**config.mk**
```make
export PLATFORM = sky130hd
export DESIGN_NAME = oeim_div
export DESIGN_NICKNAME = d
export VERILOG_FILES = /design/src/rtl/assert_macros.svh /design/src/rtl/oeim_pkg.sv /design/src/rtl/oeim_div.sv
export SDC_FILE = /design/constraint.sdc
export NUM_CORES = 1
export LEC_CHECK = 0
export ABC_AREA = 1
export BUFFER_PORTS_ARGS = -buffer_cell sky130_fd_sc_hd__buf_2
export CORE_ASPECT_RATIO = 0.6
export CORE_MARGIN = 4
export CORE_UTILIZATION = 31
export CTS_CLUSTER_SIZE = 30
export DETAILED_ROUTE_END_ITERATION = 10
export PLACE_DENSITY = 0.49
export SLEW_MARGIN = 20
export SYNTH_ARGS = -nofsm -noshare
export SYNTH_HDL_FRONTEND = slang
export SYNTH_SLANG_ARGS = --single-unit
export TNS_END_PERCENT = 50
```
**constraint.sdc**
```tcl
create_clock -name clk -period 2.6 [get_ports clk]
set_clock_uncertainty 0.2 [all_clocks]
set_input_delay 0.13 -clock clk [delete_from_list [all_inputs] [get_ports clk]]
set_output_delay 0.13 -clock clk [all_outputs]
set_load 0.005 [all_outputs]
```
**src/rtl/assert_macros.svh**
```systemverilog
// Assertion macros used by the top-level RTL file.
`ifndef ASSERT_MACROS_SVH
`define ASSERT_MACROS_SVH
`ifndef SYNTHESIS
// Same-cycle implication, disabled during reset.
`define OEIM_ASSERT_IMP(label, a, c) \
  label: assert property (@(posedge clk) disable iff (!rst_n) (a) |-> (c)) \
    else $error("assertion failed");
// Next-cycle implication, checked during reset too.
`define OEIM_ASSERT_NXT(label, a, c) \
  label: assert property (@(posedge clk) (a) |=> (c)) \
    else $error("assertion failed");
`else
`define OEIM_ASSERT_IMP(label, a, c)
`define OEIM_ASSERT_NXT(label, a, c)
`endif
`endif

```
**src/rtl/oeim_pkg.sv**
```systemverilog
// Package: default sizes, register indexes and shared types of the index map.
`default_nettype none
package oeim_pkg;
  localparam int DEF_INDEX_BITS      = 32;
  localparam int DEF_MAX_CELL_POINTS = 1024;
  localparam int DEF_MAX_CELLS       = 256;
  localparam int DEF_MAX_LAYERS      = 16;

  localparam logic [2:0] REG_CELL_WIDTH   = 3'd0;
  localparam logic [2:0] REG_CELL_HEIGHT  = 3'd1;
  localparam logic [2:0] REG_PAD_X        = 3'd2;
  localparam logic [2:0] REG_PAD_Y        = 3'd3;
  localparam logic [2:0] REG_CELLS_ACROSS = 3'd4;
  localparam logic [2:0] REG_CELLS_DOWN   = 3'd5;
  localparam logic [2:0] REG_LAYER_COUNT  = 3'd6;

  localparam logic [1:0] PHASE_NONE = 2'b00;
  localparam logic [1:0] PHASE_UP   = 2'b01;  // +1
  localparam logic [1:0] PHASE_DOWN = 2'b11;  // -1

  typedef struct packed {
    logic [1:0] phase_y;
    logic [1:0] phase_x;
    logic [1:0] margin_power;
  } oeim_wt_t;
endpackage
`default_nettype wire

```
**src/rtl/oeim_div.sv**
```systemverilog
// Pipelined restoring divider, one quotient bit per register stage.
`default_nettype none
module oeim_div
  import oeim_pkg::*;
#(
  parameter int NW = 32,
  parameter int DW = 8,
  parameter int SW = 1
) (
  input  wire logic          clk,
  input  wire logic          rst_n,
  input  wire logic          en,
  input  wire logic          in_valid,
  input  wire logic [NW-1:0] in_num,
  input  wire logic [DW-1:0] den,
  input  wire logic [SW-1:0] in_side,
  output logic               out_valid,
  output logic [NW-1:0]      out_quo,
  output logic [DW-1:0]      out_rem,
  output logic [SW-1:0]      out_side
);
  logic [DW-1:0] rem_r  [NW];
  logic [NW-1:0] quo_r  [NW];
  logic [SW-1:0] side_r [NW];
  logic          v_r    [NW];

  for (genvar s = 0; s < NW; s++) begin : g_stage
    logic [DW-1:0] rem_in;
    logic [NW-1:0] quo_in;
    logic [SW-1:0] side_in;
    logic          v_in;
    logic [DW:0]   trial;
    logic          take;

    if (s == 0) begin : g_first
      assign rem_in  = '0;
      assign quo_in  = in_num;
      assign side_in = in_side;
      assign v_in    = in_valid;
    end else begin : g_next
      assign rem_in  = rem_r[s-1];
      assign quo_in  = quo_r[s-1];
      assign side_in = side_r[s-1];
      assign v_in    = v_r[s-1];
    end

    assign trial = {rem_in, quo_in[NW-1]};
    assign take  = (trial >= {1'b0, den});

    always_ff @(posedge clk) begin
      if (!rst_n) begin
        v_r[s] <= 1'b0;
      end else if (en) begin
        v_r[s] <= v_in;
      end
    end

    always_ff @(posedge clk) begin
      if (en) begin
        rem_r[s]  <= take ? DW'(trial - {1'b0, den}) : DW'(trial);
        quo_r[s]  <= {quo_in[NW-2:0], take};
        side_r[s] <= side_in;
      end
    end
  end

  assign out_valid = v_r[NW-1];
  assign out_quo   = quo_r[NW-1];
  assign out_rem   = rem_r[NW-1];
  assign out_side  = side_r[NW-1];
endmodule
`default_nettype wire

```
* Word level (Yosys, flattened, before mapping)
Memory sizes are Yosys's and may differ from the RTL's.
Cells that the tools add are included.
** Storage, ports and cells
- Flip-flop bits (word level) :: 0
- Memory bits (writable) :: 1344
- Bits of input ports :: 45
- Output and inout bits :: 42
- Memories :: 4
** Cells by class
- Add/sub/neg operators :: 32
- Order comparisons :: 32
- Multiplexer cells :: 69
- Bitwise operators :: 32
** Memories
- quo_r :: depth 32, bits a word 32, read ports 32, clocked after Yosys merged registers in 0, write ports 32, RTL line oeim_div.sv:23 : logic [NW-1:0] quo_r [NW];
- rem_r :: depth 32, bits a word 8, read ports 32, clocked after Yosys merged registers in 0, write ports 32, RTL line oeim_div.sv:22 : logic [DW-1:0] rem_r [NW];
- side_r :: depth 32, bits a word 1, read ports 32, clocked after Yosys merged registers in 0, write ports 32, RTL line oeim_div.sv:24 : logic [SW-1:0] side_r [NW];
- v_r :: depth 32, bits a word 1, read ports 32, clocked after Yosys merged registers in 0, write ports 32, RTL line oeim_div.sv:25 : logic v_r [NW];
** Operators with widths (count)
- $ge A9 B8 Y1 :: 31
- $mux W8 :: 32
- $sub A8 B8 Y8 :: 31
- $mux W1 :: 37
- $or A1 B1 Y1 :: 32
- $ge A1 B8 Y1 :: 1
- $sub A1 B8 Y8 :: 1

* Longest topological paths before layout
- Depth after elaboration :: 4
- Mapped depth :: 11
- Gate-level depth less buffers :: 11

* Least setup slack after synthesis
No wires, ideal clock.
- Path kind :: input to register
- From :: input port den[2]
- To :: memory rem_r[22][7] (data pin)
- Setup time :: 0.252 ns
- Arrival time :: 1.879 ns
- Slack :: 0.268 ns
- Stages on the path :: 11
- Buffers on the path :: 1
- Cells stage by stage :: inv_1 ha_1 buf_6 nand2_1 nor2_1 nand2_1 nor2_1 nor2_2 nand2_4 nand2_1 nand2_1
** RTL lines
- start, declared :: RTL line oeim_div.sv:15 : input wire logic [DW-1:0] den,
- end, declared :: RTL line oeim_div.sv:22

==> impl_metrics.json <==
{
  "dp_hpwl_mm": 73.2,
  "cpMaxStageDelayCell": "dlygate4sd3_1",
  "crit_top_cell": "dlygate4sd3_1",
  "outcome": "finished, final reports clean",
  "wl_mm": 112,
  "synth_seq_area_share": 0.702,
  "post_cts_buffers": 0,
  "finalSetupTns_ns": 0,
  "grt_max_degree": 126,
  "slowest_delay_ns": 0.68,
  "critPathTopFamily": "buffers and inverters",
  "ys_ff_latch": 1344,
  "area_growth_pct": 17.7,
  "initial_core_util": 0.312,
  "synthesis.area_sq_um": 57500,
  "cp_num_cells": 8,
  "fin_ws_ns": 0.109,
  "core_sq_um": 184000,
  "synth_edf_count": 1343,
  "comb_power_share": 0.288,
  "die_w_microns": 564,
  "drive_gt1_frac": 0.106,
  "vias_per_cell": 4.39,
  "pre_cts_slack_ns": 0.0392,
  "netlist_instances": 4621,
  "ys_async_sr_fraction": 0,
  "cts_root_buf": "clkbuf_16",
  "drc": 0,
  "avgSynthCellArea_sq_um": 12.4,
  "r2r_end": "rem_r[13][4]",
  "arrival_ns": 2.72,
  "p_int_mw": 47.9,
  "clkSlewWorstSetupHoldPaths_ns": 0.06,
  "cts_made_buffers": 145,
  "tightest_slew_ns": 0.883,
  "grt.total_usage": 0.115,
  "fin_crit_ns": 2.49,
  "fin_hold_ws_ns": 0.0434,
  "antenna_found_initial": 6,
  "finalSetupViolations": 0,
  "achievable-frequency_mhz": 401,
  "crit_start": "den[2]",
  "power_leakage_nw": 27.9,
  "synth_top_area_frac": 0.702,
  "synth_warnings": 0,
  "fp-row-count": 122,
  "power.density_nw_per_um2": 1050,
  "drt_first_pass_iters": 6,
  "ys_types": 32,
  "ir_drop_uv": 474,
  "vias": 33531,
  "gp_congestion": 0.856,
  "ioPinCount": 87,
  "period_share": 0.958,
  "hold_path_class": "input port to flop",
  "cp_num_buf_inv": 4,
  "slew_violations": 0,
  "seq_power_share": 0.427,
  "cts_max_level": 4,
  "insertion_delay_ns": 0.77,
  "startpoint_type": "input port",
  "cts.path.max_buffers": 4,
  "worstSetupEndpoint": "rem_r[0][0]",
  "cts_num_sinks": 1344,
  "io_buffers": 86,
  "die_h_microns": 341,
  "grt-ovfl-total": 0,
  "crit_path_max_fanout": 9,
  "ant_nets": 0,
  "r2r_slack_ns": 0.24,
  "p_sw_frac": 0.324,
  "drt_iter0_markers": 2904,
  "crit_path_cell_trace": "dlygate4sd3_1, buf_2, nor3_1, dlygate4sd3_1, nand2_2, nand2_1, dlygate4sd3_1, o21ai_0",
  "synth_nets": 4947,
  "synth_area_leaders": "edfxtp_1, nand2_1, ha_1",
  "slew_headroom": 0.409,
  "worst_setup_path_end_kind": "flop",
  "rsz0062_at_grt": "no",
  "die_area_sq_um": 193000,
  "worst-setup-path-type": "input port to flop",
  "wl_per_cell_microns": 14.7,
  "cts_tree": "yes",
  "ys.flop_type": "edfxtp_1",
  "r2r_cells": 7,
  "report.final.hold_viol_count": 0,
  "grt_pass1_vias": 31145,
  "critPathRequiredTime_ns": 2.83,
  "yosys.area.top_type": "edfxtp_1",
  "netSwitchingPower_mw": 22.9,
  "nNetsFinal": 5383,
  "p_clk_frac": 0.285,
  "grt_pass1_wl_mm": 177,
  "maxCapViolations": 0,
  "worstReg2RegStart": "rem_r[12][4]"
}
==> sequential cells by signal, indices dropped and copies added (netlist names) <==
signal / count
quo_r: 1024
rem_r: 256
side_r: 32
v_r: 32
==> layout by cell type, fill, tap and decap left out, types with 3 or more instances in the layout <==
cell           count
nand2_2           33
nor3_1            33
nand2_1         1345
fa_1              31
xor2_1            56
or2_1              8
buf_4            122
a21oi_1          113
clkinv_2          17
inv_6              6
nand3_1          449
clkbuf_16        147
clkbuf_1          25
ha_1             249
or2_0              4
clkinv_1          28
nand3b_1          16
a31oi_1            3
dlygate4sd3_1     81
edfxtp_1        1343
nor2_1           200
buf_2             84
nand2_4           32
nand4_1           54
xnor2_1           39
buf_12            32
bufinv_16         14
inv_1            531
clkinv_4           6
nor2_2            27
and2_1             3
clkinvlp_4         8
nand2_8            3
a21oi_2            5
==> worst min path at each step <==
stage	startpoint	cells after the start	end	slack, ns
CTS	den[0]	6	rem_r[30][0]	0.01
global placement	in_num[24]	1	quo_r[0][25]	0.11
global route	den[6]	7	rem_r[0][4]	0.02
finish	den[6]	7	rem_r[0][4]	0.04
detailed placement	in_num[27]	1	quo_r[0][28]	0.11
floorplan	in_num[9]	0	quo_r[0][10]	0.03
==> power groups by stage <==
stage               Combinational, mW  Clock [mW]  Sequential, mW
floorplan                        15.1           0            29.8
finish                           20.4        20.1            30.2
CTS                              20.3        21.1            30.2
global route                     23.4        22.1            30.5
global placement                 19.9           0            30.7
detailed placement               20.1           0            30.7
==> synth_stat cells (3+ instances only) <==
master,number
nand3b_1,16
nand2_4,32
edfxtp_1,1343
xnor2_1,39
xor2_1,56
inv_1,536
buf_6,23
a31oi_1,3
nand3_1,449
or2_0,4
a21oi_1,113
nand4_1,54
fa_1,31
and2_1,3
buf_2,3
nand2_1,1346
a21oi_2,5
nor2_2,27
or2_1,8
clkbuf_1,3
nand2_8,3
ha_1,250
nor2_1,200
nand2_2,32
nor3_1,33
==> cell families (layout without fill, tap and decap cells) <==
family	count (synthesis)	after routing	share of synthesized area
xor gates and xnor gates	95	95	0.0145
DFF	1344	1344	0.702
and+or+nand+nor	2210	2210	0.167
adders and majority gates	281	281	0.0652
AOI/OAI and AO/OA	123	123	0.0111
buffers and inverters	568	1106	0.0402
other	0	1	0
==> tightest hold or removal path, stage by stage <==
cell and delay, ns:
buf_2 0.08, inv_2 0.04, buf_12 0.16, nand2_1 0.10
nor3_1 0.05, nand2_2 0.14, nor2_1 0.06
==> through the flow <==
step	total power [mW]	util	area, sq um	instances
final	70.8	0.367	67600	7640
after global routing	76.0	0.367	67600	7640
after CTS	71.7	0.367	67600	7639
after detailed placement	50.8	0.338	62200	7309
after global placement	50.6	0.338	62200	7309
after floorplan	44.9	-	57500	4621
==> layout make-up <==
| type | instances | area, sq um |
|---|---|---|
| Timing Repair Buffer | 319 | 2790 |
| Multi-Input combinational cell | 2709 | 14800 |
| Fill cell | 17881 | 117000 |
| Clock buffer | 172 | 3770 |
| Sequential cell | 1344 | 40300 |
| Clock inverter | 77 | 801 |
| Tap cell | 2480 | 3100 |
| Inverter | 538 | 2020 |
| Antenna cell | 1 | 2.50 |
==> metal layers <==
layer / global-route usage / vias to the layer above / share of wire
met1: 0.191 / 15818 / 0.54
li1: - / 16764 / -
met5: 0 / - / 0
met2: 0.148 / 784 / 0.38
met4: 0.0277 / 0 / 0.018
met3: 0.0246 / 165 / 0.063
==> what timing repair did <==
item / 4_1_cts / 5_1_grt
setup endpoints to repair: 0 / 1
hold buffers: 81 / 0
endpoints found under the hold margin: 1050 / 0
gates resized for setup: 0 / 2
No activity file was read; power rests on OpenSTA's default activity.
